$ cat src/rtl/core/tbpc_pkg.sv
// Shared constants for the two-button press classifier.
`default_nettype none

package tbpc_pkg;

    localparam int TIME_W      = 32;
    localparam int CFG_W       = 16;
    localparam int CFG_INDEX_W = 8;
    localparam int EVENT_W     = 3;
    localparam int S_TDATA_W   = 40;
    localparam int M_TDATA_W   = 8;

    localparam logic [CFG_INDEX_W-1:0] REG_DEBOUNCE   = 8'd0;
    localparam logic [CFG_INDEX_W-1:0] REG_LONG_PRESS = 8'd1;

    localparam logic [CFG_W-1:0] DEBOUNCE_RESET   = 16'd30;
    localparam logic [CFG_W-1:0] LONG_PRESS_RESET = 16'd1200;

    localparam logic [EVENT_W-1:0] EV_NONE      = 3'd0;
    localparam logic [EVENT_W-1:0] EV_SHORT_A   = 3'd1;
    localparam logic [EVENT_W-1:0] EV_LONG_A    = 3'd2;
    localparam logic [EVENT_W-1:0] EV_SHORT_B   = 3'd3;
    localparam logic [EVENT_W-1:0] EV_LONG_B    = 3'd4;
    localparam logic [EVENT_W-1:0] EV_BOTH_LONG = 3'd5;

endpackage

`default_nettype wire

$ cat src/rtl/core/two_button_press_classifier.sv
// Two-button debounce and short/long/chord press classifier, top level.
// An accepted input passes through the input register, then the result register, before result valid.
// Throughput: one item per cycle while m_tready holds; all per-item work is one pass of compares and subtracts.
// The input register frees itself whenever the result register is empty or being drained.
// Reset (aresetn low, synchronous): both registers empty, button and chord state cleared,
// debounce_time = 30 and long_press_time = 1200.
`default_nettype none

module two_button_press_classifier
    import tbpc_pkg::*;
(
    input  wire logic                   aclk,
    input  wire logic                   aresetn,
    input  wire logic                   s_tvalid,
    output logic                        s_tready,
    input  wire logic [S_TDATA_W-1:0]   s_tdata,    // [0] raw_a, [1] raw_b, [33:2] now_time
    output logic                        m_tvalid,
    input  wire logic                   m_tready,
    output logic [M_TDATA_W-1:0]        m_tdata,    // [2:0] event_code
    input  wire logic                   cfg_valid,
    output logic                        cfg_ready,
    input  wire logic [CFG_INDEX_W-1:0] cfg_index,
    input  wire logic [CFG_W-1:0]       cfg_data
);

    logic               in_valid_reg;
    logic               raw_a_in_reg;
    logic               raw_b_in_reg;
    logic [TIME_W-1:0]  now_in_reg;
    logic               out_valid_reg;
    logic [EVENT_W-1:0] event_reg;

    logic [CFG_W-1:0]   debounce_reg;
    logic [CFG_W-1:0]   long_press_reg;

    logic               raw_a_reg, stable_a_reg, raw_b_reg, stable_b_reg;
    logic [TIME_W-1:0]  change_a_reg, press_a_reg, change_b_reg, press_b_reg;
    logic               chord_on_reg, chord_reported_reg;
    logic [TIME_W-1:0]  chord_start_reg;
    logic               skip_a_reg, skip_b_reg;

    logic               raw_a_next, stable_a_next, raw_b_next, stable_b_next;
    logic [TIME_W-1:0]  change_a_next, press_a_next, change_b_next, press_b_next;
    logic               chord_on_next, chord_reported_next;
    logic [TIME_W-1:0]  chord_start_next;
    logic               skip_a_next, skip_b_next;
    logic [EVENT_W-1:0] event_next;

    logic               advance;
    logic               a_settled, b_settled;
    logic [TIME_W-1:0]  chord_age;

    assign advance   = in_valid_reg && (!out_valid_reg || m_tready);
    assign s_tready  = !in_valid_reg || advance;
    assign m_tvalid  = out_valid_reg;
    assign m_tdata   = {{(M_TDATA_W-EVENT_W){1'b0}}, event_reg};
    assign cfg_ready = 1'b1;

    always_comb begin
        // debounce A
        raw_a_next    = raw_a_in_reg;
        change_a_next = (raw_a_in_reg != raw_a_reg) ? now_in_reg : change_a_reg;
        a_settled     = (stable_a_reg != raw_a_next) &&
                        ((now_in_reg - change_a_next) >= {16'd0, debounce_reg});
        stable_a_next = a_settled ? raw_a_next : stable_a_reg;
        press_a_next  = (a_settled && raw_a_next) ? now_in_reg : press_a_reg;

        // debounce B
        raw_b_next    = raw_b_in_reg;
        change_b_next = (raw_b_in_reg != raw_b_reg) ? now_in_reg : change_b_reg;
        b_settled     = (stable_b_reg != raw_b_next) &&
                        ((now_in_reg - change_b_next) >= {16'd0, debounce_reg});
        stable_b_next = b_settled ? raw_b_next : stable_b_reg;
        press_b_next  = (b_settled && raw_b_next) ? now_in_reg : press_b_reg;

        chord_on_next       = chord_on_reg;
        chord_reported_next = chord_reported_reg;
        chord_start_next    = chord_start_reg;
        skip_a_next         = skip_a_reg;
        skip_b_next         = skip_b_reg;
        event_next          = EV_NONE;
        chord_age           = now_in_reg - chord_start_reg;

        if (stable_a_next && stable_b_next) begin
            if (!chord_on_reg) begin
                chord_on_next       = 1'b1;
                chord_reported_next = 1'b0;
                chord_start_next    = now_in_reg;
                skip_a_next         = 1'b1;
                skip_b_next         = 1'b1;
                chord_age           = '0;
            end
            if ((!chord_reported_reg || !chord_on_reg) &&
                (chord_age >= {16'd0, long_press_reg})) begin
                chord_reported_next = 1'b1;
                event_next          = EV_BOTH_LONG;
            end
        end else begin
            if (chord_on_reg && !stable_a_next && !stable_b_next) begin
                chord_on_next = 1'b0;
            end
            if (a_settled && !stable_a_next && !skip_a_reg) begin
                event_next = ((now_in_reg - press_a_reg) >= {16'd0, long_press_reg}) ?
                             EV_LONG_A : EV_SHORT_A;
            end else begin
                if (a_settled && !stable_a_next) begin
                    skip_a_next = 1'b0;
                end
                if (b_settled && !stable_b_next) begin
                    if (skip_b_reg) begin
                        skip_b_next = 1'b0;
                    end else begin
                        event_next = ((now_in_reg - press_b_reg) >=
                                      {16'd0, long_press_reg}) ? EV_LONG_B : EV_SHORT_B;
                    end
                end
            end
        end
    end

    always_ff @(posedge aclk) begin
        if (!aresetn) begin
            in_valid_reg       <= 1'b0;
            out_valid_reg      <= 1'b0;
            debounce_reg       <= DEBOUNCE_RESET;
            long_press_reg     <= LONG_PRESS_RESET;
            raw_a_reg          <= 1'b0;
            stable_a_reg       <= 1'b0;
            change_a_reg       <= '0;
            press_a_reg        <= '0;
            raw_b_reg          <= 1'b0;
            stable_b_reg       <= 1'b0;
            change_b_reg       <= '0;
            press_b_reg        <= '0;
            chord_on_reg       <= 1'b0;
            chord_reported_reg <= 1'b0;
            chord_start_reg    <= '0;
            skip_a_reg         <= 1'b0;
            skip_b_reg         <= 1'b0;
        end else begin
            if (s_tvalid && s_tready) begin
                in_valid_reg <= 1'b1;
                raw_a_in_reg <= s_tdata[0];
                raw_b_in_reg <= s_tdata[1];
                now_in_reg   <= s_tdata[TIME_W+1:2];
            end else if (advance) begin
                in_valid_reg <= 1'b0;
            end

            if (advance) begin
                out_valid_reg      <= 1'b1;
                event_reg          <= event_next;
                raw_a_reg          <= raw_a_next;
                stable_a_reg       <= stable_a_next;
                change_a_reg       <= change_a_next;
                press_a_reg        <= press_a_next;
                raw_b_reg          <= raw_b_next;
                stable_b_reg       <= stable_b_next;
                change_b_reg       <= change_b_next;
                press_b_reg        <= press_b_next;
                chord_on_reg       <= chord_on_next;
                chord_reported_reg <= chord_reported_next;
                chord_start_reg    <= chord_start_next;
                skip_a_reg         <= skip_a_next;
                skip_b_reg         <= skip_b_next;
            end else if (m_tready) begin
                out_valid_reg <= 1'b0;
            end

            if (cfg_valid && cfg_ready) begin
                unique case (cfg_index)
                    REG_DEBOUNCE:   debounce_reg   <= cfg_data;
                    REG_LONG_PRESS: long_press_reg <= cfg_data;
                    default: ;
                endcase
            end
        end
    end

    a_event_range: assert property (@(posedge aclk) disable iff (!aresetn)
        m_tvalid |-> (event_reg <= EV_BOTH_LONG))
        else $error("event code out of range");

    a_both_long_chord: assert property (@(posedge aclk) disable iff (!aresetn)
        (advance && event_next == EV_BOTH_LONG) |=>
            (stable_a_reg && stable_b_reg && chord_on_reg && chord_reported_reg))
        else $error("both-long event without an active reported chord");

    a_release_a: assert property (@(posedge aclk) disable iff (!aresetn)
        (advance && (event_next == EV_SHORT_A || event_next == EV_LONG_A)) |=>
            (!stable_a_reg && $past(stable_a_reg)))
        else $error("A event without a stable release of A");

    a_release_b: assert property (@(posedge aclk) disable iff (!aresetn)
        (advance && (event_next == EV_SHORT_B || event_next == EV_LONG_B)) |=>
            (!stable_b_reg && $past(stable_b_reg)))
        else $error("B event without a stable release of B");

endmodule

`default_nettype wire
$ cat config.mk
export PLATFORM = sky130hd
export DESIGN_NAME = two_button_press_classifier
export DESIGN_NICKNAME = d
export VERILOG_FILES = /design/src/rtl/core/tbpc_pkg.sv /design/src/rtl/core/two_button_press_classifier.sv
export SDC_FILE = /design/constraint.sdc
export NUM_CORES = 1
export LEC_CHECK = 0
export BUFFER_PORTS_ARGS = -buffer_cell sky130_fd_sc_hd__clkbuf_2
export CAP_MARGIN = 0
export CELL_PAD_IN_SITES_DETAIL_PLACEMENT = 2
export CELL_PAD_IN_SITES_GLOBAL_PLACEMENT = 2
export CORE_ASPECT_RATIO = 1.5
export CORE_MARGIN = 10
export CORE_UTILIZATION = 35
export CTS_BUF_LIST = sky130_fd_sc_hd__clkbuf_4
export DETAILED_ROUTE_END_ITERATION = 16
export PLACE_DENSITY = 0.72
export SLEW_MARGIN = 20
export SYNTH_ARGS = -nofsm -noshare
export SYNTH_HDL_FRONTEND = slang
export SYNTH_SLANG_ARGS = --single-unit
export TNS_END_PERCENT = 1
$ cat constraint.sdc
create_clock -name aclk -period 20.3 [get_ports aclk]
set_clock_uncertainty 0.15 [all_clocks]
set_input_delay 4.06 -clock aclk [delete_from_list [all_inputs] [get_ports aclk]]
set_output_delay 4.06 -clock aclk [all_outputs]
set_load 0.005 [all_outputs]
-- Word-level counts from Yosys, hierarchy flattened
Index checks and enable logic that the tools add are counted.
W data, S select, Z words.
- register bits: 239
- bits in latches: 0
- memory bits (writable): 0
- memory bits (read-only): 0
- input port bits: 69
- output and inout bits: 11
- word-level logic and storage cells: 108
- memories: 0
- add/sub/neg operators: 5
- $mul: 0
- divide/modulo/power cells: 0
- magnitude comparators: 5
- equal/unequal tests: 8
- shift-type cells: 0
- muxes and demuxes: 28
- bitwise gates (word level): 1
- reduce and logical (&&, ||, !) cells: 40
- operator list (cell ; count):
    $ge A32 B16 Y1 ; 5
    $sub A32 B32 Y32 ; 5
    $mux W32 ; 4
    $mux W3 ; 6
    $mux W1 ; 17
    $reduce_and A2 Y1 ; 7
    $logic_and A1 B1 Y1 ; 13
    $reduce_bool A2 Y1 ; 5
    $eq A8 B1 Y1 const B ; 1
    $logic_not A8 Y1 ; 1
    $reduce_and A4 Y1 ; 2
    $logic_not A1 Y1 ; 7
    $reduce_and A3 Y1 ; 2
    $ne A1 B1 Y1 ; 4
    $ne A2 B2 Y1 const B ; 2
    $logic_or A1 B1 Y1 ; 3
    $mux W2 ; 1
    $ne A2 B1 Y1 const B ; 1
    $not A1 Y1 ; 1

-- Logic depth before layout (Yosys ltp)
Gate-level depths: netlist of run 1.
- depth after elaboration: 12
- gate-level depth with buffers: 32
- mapped depth without buffers: 27

-- Worst setup path before layout of run 1
Ideal clock, no wire load.
- path type: input to output
- start point: input m_tready
- end point: output s_tready
- arrival: 4366 ps
- data required time: 16090 ps
- setup slack: 11724 ps
- stages: 2
- path buffers: 0
- path through: nor2b_1 -> nand2_1
- longest elaborated chain between the ends: 3
- RTL lines (what ; RTL line ; source):
    start: declaration ; two_button_press_classifier.sv:18 ; input wire logic m_tready,
    $logic_or A1 B1 Y1 ; two_button_press_classifier.sv:53 ; assign advance = in_valid_reg && (!out_valid_reg || m_tready);
    $logic_and A1 B1 Y1 ; two_button_press_classifier.sv:53 ;
    $logic_or A1 B1 Y1 ; two_button_press_classifier.sv:54 ; assign s_tready = !in_valid_reg || advance;
    end: declaration ; two_button_press_classifier.sv:15 ; output logic s_tready,
No other way between the ends.

-- Worst setup path after layout of run 1
Ends and elaborated chain as after synthesis.

==> run metrics, run 1 <==
run status finished clean; total half-perimeter wirelength after legalization and detailed placement between 50000 and 60000 um; number of H-tree branching levels 3; CP dominant cell by count clkbuf_2; predominant post-synthesis flop cell dfxtp_1; number of hold buffers added after CTS 0; vertical die dimension ~310 um; number of rows in the core area roughly 110; global route overflow 0; adder and majority cell fraction of the synthesized area about 15%; headroom to the max-slew limit between 30% and 40%; startpoint of the most critical register-to-register path raw_a_in_reg; depth of the worst hold-timing path 2; worst hold-check slack between 0.3 and 0.4 ns; Least-Margin Pin Slew between 0.9 and 1 ns; NumNets Final a little under 3000; DR DRC count 0; number of buffers added on ports 67; Avg Inst Size Synth 7.99 sq um; Placeable Area about 57000 sq um; multiplexer share of the synthesized area a little under a tenth; most common cell after layout, fill and taps aside nand2_1; cell taking the most area after synthesis dfxtp_1; Buf/Inv on CP 2; commonest cells after routing, fill and taps aside nand2_1 (257), nor2_1 (238), ha_1 (223), a21oi_1 (221), dfxtp_1 (202); final wirelength ~74000 um; final hold violation count 0; maximum fanout encountered on the critical timing path 5; maximum number of pins on one net before global-route repair 90; Area growth, synth to finish 9.92%; die outline area 67700 sq um; number of global-route vias before repair between 20000 and 25000; per-cell routed wire length approximately 22 um; max_cap viols 0; pins over their slew limit 0; critical path class input pin to output pin; sort of element at the end of the critical path output pin; sort of element at the start of the critical path input pin; dominant cells by area after synthesis dfxtp_1 (20%), ha_1 (14%), mux2i_1 (9.1%); fraction of final layout cells with drive strength greater than 1 under 10%; leakage power a little over 9 nW; final setup violation count 0; post-route total power around 1.4 mW; number of nets with antenna violations after routing 0; worst reg2reg path depth 28; global placement routability congestion ~0.88; buffers inserted by post-CTS timing repair 0; Worst Hold Launch change_a_reg[29]; Period minus WS final around 9 ns; CTS tree yes; IO Count 80; Fin Setup TNS 0 ns; via count of the routed design 19000; post-synthesis simple-gate area fraction between 10% and 20%; worst hold path class flop to flop; f_max 111 MHz; number of DRC markers in iteration 0 605; hold path endpoint change_a_reg[29]; total clock buffers created by CTS 71; Post-Syn Instances 2522; cell-by-cell listing of the critical path clkbuf_2 > nor2b_1 > nand2_1 > clkbuf_2; highest ir drop seen on vdd ~0.036 mV; Yosys reg bits about 240; Worst Setup SP m_tready; proportion of netlist area held by the largest area contributor between 20% and 30%; Root Buffer Master clkbuf_4; r2r endpoint chord_start_reg[28]; sequential fraction of the synthesis area between 20% and 30%; count of synthesis-stage warnings from yosys 0; GR Util All Layers a little over a fifth; Die Wd around 220 um; initial core utilization around 35%; cell area after synthesis 20100 sq um; fraction of the mapped netlist area in compound gates between 20% and 30%; average vias per placed instance 5.59; reg-to-reg setup timing slack around 12 ns; total clock sinks approximately 240; Fillers 6627; largest family of logic cells by synthesized area compound AO/OA/AOI/OAI gates; global-route wire length before repair 117000 um; count of instances resized after the clock tree is built 0; EDFF count, synth 37; largest stage delay on the critical path 0.36 ns; cell with the largest stage delay on the worst path nor2b_1; clk slew on worst S/H paths about 0.05 ns; worst endpoint required time 16.09 ns; data arrival time of the worst path ~4.8 ns; Netlist cell types 99; latest clock arrival within the worst-skew pair 0.85 ns; Detailed Routing Iterations Pass 1 4; unrepaired setup endpoints after global routing false; Max clock buf depth 3; final critical-path share of the clock period 44.2%; number of antenna violations at the first check in global routing 3; Pwr per Cell Area 64.7 nW/um^2; share of synthesized flip-flops with an asynchronous set or reset 0%; area share of xor/xnor cells in the synthesized design under 10%; Worst path top cell family by delay simple AND/OR/NAND/NOR gates
==> kinds of logic after synthesis <==
kind of cell | Yosys count
simple gates | 788
compound gates | 666
buf+inv | 303
flops | 239
fa+ha+maj | 232
mux | 188
xor+xnor | 104
other cells | 2
==> metal layers <==
layer	track usage [%]	part of all wire, %	vias up	wire length [um]
met5	0	0	-	0
met4	8.23	3.2	0	2370
met3	2.63	2.1	127	1540
met2	43.9	56	180	41600
met1	21.6	38	9588	28500
li1	-	-	9136	-
==> worst reg2reg max path: cells and delay by family, from the launching register on <==
family,cells,cell delay [ns]
flip-flops,1,0.71
AO/OA/AOI/OAI,12,2.96
AND/OR/NAND/NOR,6,1.45
multiplexers,2,0.47
buffers and inverters,3,1.03
adder cells (fa/ha/maj),3,0.80
XOR/XNOR,2,0.32
==> synth_stat cells (all sizes together) (39+ instances only) <==
cell type	count
xnor2	55
o21ai	119
mux2i	185
nand4	40
xor2	49
a211oi	43
a21oi	222
inv	191
nand2	257
nor2b	39
ha	223
nand2b	47
a21o	81
dfxtp	202
clkbuf	77
nor2	241
==> where the power goes <==
part	internal [mW]	switching, mW	leakage, nW
Combinational	0.166	0.264	6.66
Sequential	0.497	0.0154	1.99
Clock	0.248	0.242	0.538
==> area by class of cell <==
class                           count  area (sq um)  share of cell area (%)
Multi-Input combinational cell   1984         13800                    62.4
Sequential cell                   239          5150                    23.3
Timing Repair Buffer              100           599                    2.71
Clock inverter                     16          92.6                   0.418
Clock buffer                      105           788                    3.56
Antenna cell                        4          10.0                  0.0452
Tap cell                          763           955                    4.31
Inverter                          191           722                    3.26
==> per-stage QoR <==
step / instance area, sq um / worst slack [ns] / instances / util [%]
global route: 22100 / 11.23 / 3402 / 38.9
CTS: 22100 / 11.33 / 3397 / 38.8
finish: 22100 / 11.33 / 3402 / 38.9
global placement: 21200 / 11.39 / 3276 / 37.3
detailed placement: 21200 / 11.34 / 3276 / 37.3
floorplan: 20200 / 11.72 / 2526 / -
==> how the worst max path moves through the flow <==
| stage | to | cells past startpoint |
|---|---|---|
| 6_report | s_tready | 4 |
| 2_1_floorplan | s_tready | 2 |
| 4_1_cts | s_tready | 4 |
| 3_3_place_gp | s_tready | 4 |
| 3_5_place_dp | s_tready | 4 |
| 5_1_grt | s_tready | 4 |
Note: power is estimated with default switching activity, not from simulation.
==> run 2: changes to the inputs <==
ABC_AREA = 1   (was not set)
PLACE_DENSITY = 0.77   (was 0.72)
clock period = 9.2 ns   (was 20.3 ns; I/O delays follow)
==> run 2 against run 1 <==
Net effect:
- hold slack improved by 0.0010 ns
- sequential power rose by 120%
- first-iteration DRC count is 28% higher
- wire length rose by 23%
- core utilization decreased by 0.11 points
- cell count rose by 20%
- power grew 140%
- design area grew 3.2%
- area after synthesis rose by 3.3%
- flip-flop and latch count is the same
- clock power up 110%
- largest power group is now combinational cells
- highest routed layer unchanged
==> run metrics, run 2 <==
DR DRC count 0; sequential cell fraction of total power 33.6%; number of nets with antenna violations after routing 0; worst hold path class flop to flop; fraction of final layout cells with drive strength greater than 1 8.55%; list of most frequent post-synthesis cells nand2_1 (656), inv_1 (494), a21oi_1 (356); Post-Place Worst Slack 2.65 ns; pins over their slew limit 0; Area growth, synth to finish 9.90%; Die Wd roughly 220 um; number of rows in the core area roughly 110; CP dominant cell by count nand2_1; total clock sinks 239; global-route wire length before repair between 100000 and 150000 um; sort of element at the start of the critical path flop; part of the total power dissipated in combinational logic 35.5%; final setup violation count 0; most common cell after layout, fill and taps aside nand2_1; leakage power roughly 11 nW; clk slew on worst S/H paths 0.07 ns; IO Count 80; GR Util All Layers 26.1%; number of hold buffers added after CTS 0; via count of the routed design ~22000; number of global-route vias before repair approximately 25000; max_cap viols 0; EDFF count, synth 37; critical path class flop to flop; largest stage delay on the critical path approximately 0.61 ns; final hold violation count 0; Least-Margin Pin Slew ~1.1 ns; Avg Inst Size Synth ~6.6 sq um; number of H-tree branching levels 3; number of antenna violations at the first check in global routing 3; number of buffers added on ports 67; cell with the largest stage delay on the worst path nand3_4; most used standard cell by instance count after synthesis nand2_1; worst endpoint required time roughly 9.7 ns; per-cell routed wire length 22.5 um; Detailed Routing Iterations Pass 1 5; dominant cells by area after synthesis dfxtp_1 (19%), ha_1 (13%), nand2_1 (12%); Buf/Inv on CP 2; initial core utilization a little over a third; die outline area about 70000 sq um; worst reg2reg path depth 26; Netlist cell types between 50 and 60; startpoint of the most critical register-to-register path raw_b_in_reg; proportion of netlist area held by the largest area contributor between 15 and 20%; Max clock buf depth 3; predominant post-synthesis flop cell dfxtp_1; unrepaired setup endpoints after global routing false; sort of element at the end of the critical path flop; f_max approximately 150 MHz; Period minus WS final roughly 6.5 ns; Post-Syn Instances 3142; Worst path top cell family by delay simple AND/OR/NAND/NOR gates; number of DRC markers in iteration 0 between 700 and 800; Pwr per Cell Area 149 nW/um^2; count of instances resized after the clock tree is built 0; reg-to-reg setup timing slack 2.65 ns; total clock buffers created by CTS 70; vertical die dimension between 300 and 400 um; total half-perimeter wirelength after legalization and detailed placement approximately 73000 um; Yosys reg bits between 200 and 250; total stage count of the critical path 26; run status finished clean; internal cell power approximately 2.0 mW; buffers inserted by post-CTS timing repair 0; cell taking the most area after synthesis dfxtp_1; final wirelength 91400 um; headroom to the max-slew limit 26.1%; maximum number of pins on one net before global-route repair 102; sequential fraction of the synthesis area 24.8%; NumNets Final between 3000 and 4000; global route overflow 0; Worst Setup SP raw_b_in_reg; cell area after synthesis approximately 21000 sq um; final setup margin roughly 2.7 ns; commonest cells after routing, fill and taps aside nand2_1 (655), inv_1 (492), a21oi_1 (356), o21ai_0 (251); sw frac about two fifths; Root Buffer Master clkbuf_4; r2r endpoint chord_start_reg[2]; Placeable Area 58900 sq um; data arrival time of the worst path 7.09 ns; Fin Setup TNS 0 ns; Clk network pwr share 31.0%; switching power total roughly 1.4 mW; maximum fanout encountered on the critical timing path 64; share of synthesized flip-flops with an asynchronous set or reset 0%; Worst Setup EP chord_start_reg[2]; count of synthesis-stage warnings from yosys 0; average vias per placed instance approximately 5.5; global placement routability congestion 0.943; CTS tree yes; final critical-path share of the clock period between 70% and 80%; highest ir drop seen on vdd around 0.063 mV; latest clock arrival within the worst-skew pair about 0.87 ns
-- run 2: cell types whose count changed in the layout (fill, tap and decap cells not counted), sizes merged, moves of 24 or more --
cell and delta:
nand2 +422, inv +314, mux2i -185, o21ai +163
a21oi +138, nand3 +104, a21o -71, o211ai +48
nand2b -47, nor2b -39, a211oi -33, and3 -24
-- run 2: through the flow --
step | util, % | hold WS [ns] | instances | area, sq um | power (mW)
global route | 38.8 | 0.329 | 4068 | 22900 | 3.65
CTS | 38.8 | 0.314 | 4065 | 22800 | 3.45
finish | 38.8 | 0.310 | 4069 | 22900 | 3.41
global placement | 37.3 | 0.293 | 3940 | 22000 | 2.30
detailed placement | 37.3 | 0.304 | 3940 | 22000 | 2.37
floorplan | - | 0.283 | 3146 | 20800 | 1.96
-- run 2: cell type report --
type | instances | area [sq um]
fill | 7271 | 36100
multi-input combinational | 2320 | 13400
sequential | 239 | 5150
inverter | 507 | 1900
tap | 777 | 972
clock buffer | 102 | 766
timing repair buffer | 97 | 567
clock inverter | 23 | 93.8
antenna | 4 | 10.0
-- run 2: how the worst min path moves through the flow --
stage / from / to / slack [ns] / cells after the start
after floorplan: press_a_reg[10] / press_a_reg[10] / 0.28 / 2
after global placement: press_a_reg[5] / press_a_reg[5] / 0.29 / 2
after detailed placement: press_b_reg[12] / press_b_reg[12] / 0.30 / 2
after CTS: press_b_reg[12] / press_b_reg[12] / 0.31 / 2
after global routing: press_a_reg[4] / press_a_reg[4] / 0.33 / 2
final: chord_start_reg[18] / chord_start_reg[18] / 0.31 / 2
-- run 2: cells by family (layout without fill, tap and decap cells) --
kind of cell,count (synthesis),after routing,share of synthesized area [%]
AO/OA/AOI/OAI,817,817,21.9
XOR/XNOR,104,104,4.38
adder cells (fa/ha/maj),227,227,13.8
buffers and inverters,587,729,10.9
flip-flops,239,239,24.8
other,2,10,0.0361
AND/OR/NAND/NOR,1166,1166,24.2
-- run 2: per-layer routing --
metal | vias up | share of wire [%] | track usage (%)
met3 | 232 | 2.4 | 3.08
met1 | 10900 | 36 | 24.8
met5 | - | 0 | 0
met4 | 0 | 6.9 | 17.5
met2 | 342 | 55 | 50.7
li1 | 10700 | - | -
-- run 2: tightest hold or removal path, stage by stage (launching register included) --
cell     delay (ns)
dfxtp_1        0.30
inv_1          0.06
a21oi_1        0.06
-- run 2: power groups by stage --
stage	sequential, mW	clock, mW	combinational (mW)
global placement	1.16	0	1.14
detailed placement	1.17	0	1.20
global route	1.15	1.14	1.36
floorplan	1.16	0	0.808
CTS	1.14	1.09	1.21
finish	1.14	1.05	1.21
==> run 3: changes to the inputs <==
CORE_UTILIZATION = 33   (was 35)
PLACE_DENSITY = 0.76   (was 0.77)
clock period = 5.6 ns   (was 9.2 ns; I/O delays follow)
==> run 3 against run 2 <==
Net effect:
- critical path depth increased by 5
- sequential share of layout area decreased by 0.47 points
- die area increased by 5.6%
- non-clock buffer count increased by 42
- register-to-register slack got worse by 2.5 ns
- count of clock-buffer cells in the layout unchanged
- via count increased by 1.3%
- flip-flop and latch count unchanged
- core utilization decreased by 1.4 points
- global-route usage decreased by 0.82 points
- wire length increased by 3.1%
- first-iteration DRC count increased by 6.1%
- critical endpoint is now event_reg[0]
==> run metrics, run 3 (synthesis gave the netlist of run 2 again) <==
run status finished clean; CP dominant cell by count nand2_1; NumNets Final 3575; Worst Hold Launch press_b_reg[5]; average vias per placed instance 5.44; final wirelength about 94000 um; unrepaired setup endpoints after global routing true; Detailed Routing Iterations Pass 1 4; Max clock buf depth 3; data arrival time of the worst path 5.97 ns; number of hold buffers added after CTS 0; f_max 183 MHz; total clock buffers created by CTS 72; final cell area excluding filler cells ~23000 sq um; cell with the largest stage delay on the worst path edfxtp_1; highest ir drop seen on vdd about 0.080 mV; Placeable Area ~62000 sq um; fraction of final layout cells with drive strength greater than 1 10.1%; instance area at placement roughly 22000 sq um; maximum fanout encountered on the critical timing path 18; Root Buffer Master clkbuf_4; clk slew on worst S/H paths around 0.060 ns; worst hold-check slack a little over 0.3 ns; Buf/Inv on CP 2; critical path class flop to flop; Area growth, synth to finish 12.3%; depth of the worst hold-timing path 2; per-cell routed wire length 22.8 um; final hold violation count 0; maximum number of pins on one net before global-route repair 76; Clk network pwr share 31.3%; number of global-route vias before repair between 20000 and 30000; number of H-tree branching levels 3; total clock sinks 239; sw frac 40.9%; vertical die dimension 327 um; number of nets with antenna violations after routing 0; buffers inserted by post-CTS timing repair 0; IO Count 80; global-route wire length before repair between 100000 and 150000 um; max_cap viols 0; via count of the routed design around 22000; part of the total power dissipated in combinational logic 36.3%; sequential cell fraction of total power 32.4%; reg-to-reg setup timing slack ~0.12 ns; global placement routability congestion approximately 0.95; total half-perimeter wirelength after legalization and detailed placement roughly 77000 um; sort of element at the end of the critical path flop; worst reg2reg path depth 31; final setup margin approximately 0.12 ns; startpoint of the most critical register-to-register path raw_b_in_reg; Pwr per Cell Area 246 nW/um^2; Period minus WS final around 5.5 ns; Post-Place Worst Slack -0.0190 ns; number of antenna violations at the first check in global routing 2; worst hold path class flop to flop; final critical-path share of the clock period between 90% and 100%; number of buffers added on ports 67; die outline area 73700 sq um; CTS tree yes; global route overflow 0; DR DRC count 0; switching power total roughly 2.3 mW; worst endpoint required time between 6 and 7 ns; count of instances resized after the clock tree is built 3; largest stage delay on the critical path 0.43 ns; latest clock arrival within the worst-skew pair around 0.85 ns; r2r endpoint event_reg[0]; initial core utilization 33.4%; pins over their slew limit 0; most common cell after layout, fill and taps aside nand2_1; number of DRC markers in iteration 0 819; final setup violation count 0; GR Util All Layers roughly 25%; internal cell power 3.39 mW; leakage power around 11 nW; number of rows in the core area around 110; hold path endpoint press_b_reg[5]; Worst path top cell family by delay simple AND/OR/NAND/NOR gates; headroom to the max-slew limit between 10% and 20%; sort of element at the start of the critical path flop; Die Wd between 200 and 250 um; commonest cells after routing, fill and taps aside nand2_1 (653), inv_1 (492), a21oi_1 (355), o21ai_0 (241); Least-Margin Pin Slew roughly 1.2 ns; total stage count of the critical path 31
## run 3: how the worst max path moves through the flow
stage,from,end,slack (ns)
global placement,raw_b_in_reg,chord_start_reg[3],0.21
CTS,raw_b_in_reg,event_reg[0],0.08
global route,raw_b_reg,event_reg[0],-0.18
floorplan,raw_b_in_reg,chord_start_reg[11],1.25
finish,raw_b_in_reg,event_reg[0],0.12
detailed placement,raw_b_reg,chord_start_reg[3],-0.02
## run 3: power by group through the flow
| stage | Combinational [mW] | Sequential, mW | Clock, mW |
|---|---|---|---|
| 2_1_floorplan | 1.33 | 1.90 | 0 |
| 3_3_place_gp | 1.94 | 1.90 | 0 |
| 3_5_place_dp | 2.05 | 1.90 | 0 |
| 4_1_cts | 2.07 | 1.86 | 1.86 |
| 5_1_grt | 2.31 | 1.87 | 1.94 |
| 6_report | 2.08 | 1.86 | 1.79 |
## run 3: area by class of cell
class	instances	area, sq um
multi-input cells	2320	13500
flip-flops and latches	239	5150
clock inverters	25	128
well taps	798	998
clock buffers	102	766
fillers	7640	39000
repair buffers	139	928
diodes	3	7.51
inverters	507	1900
## run 3: routing by layer
metal  track usage, %  routed length (um)
met5                0                   0
met4             15.8                5840
met3             2.93                1970
met2             51.6               53600
met1             22.9               32900
## run 3: through the flow
step,utilization (%),setup TNS [ns],power [mW],instances
3_5_place_dp,35.9,-0.0622,3.95,4002
5_1_grt,37.4,-1.83,6.12,4132
6_report,37.4,0,5.74,4133
4_1_cts,37.3,0,5.79,4129
2_1_floorplan,-,0,3.22,3146
3_3_place_gp,35.9,0,3.83,4002
## run 3: worst register-to-register path: cells and delay by family, from the launching register on
kind / cells / cell delay (ns)
AO/OA/AOI/OAI: 7 / 0.99
XOR/XNOR: 1 / 0.21
adder cells (fa/ha/maj): 3 / 0.95
buffers and inverters: 2 / 0.30
flip-flops: 1 / 0.43
AND/OR/NAND/NOR: 18 / 2.28
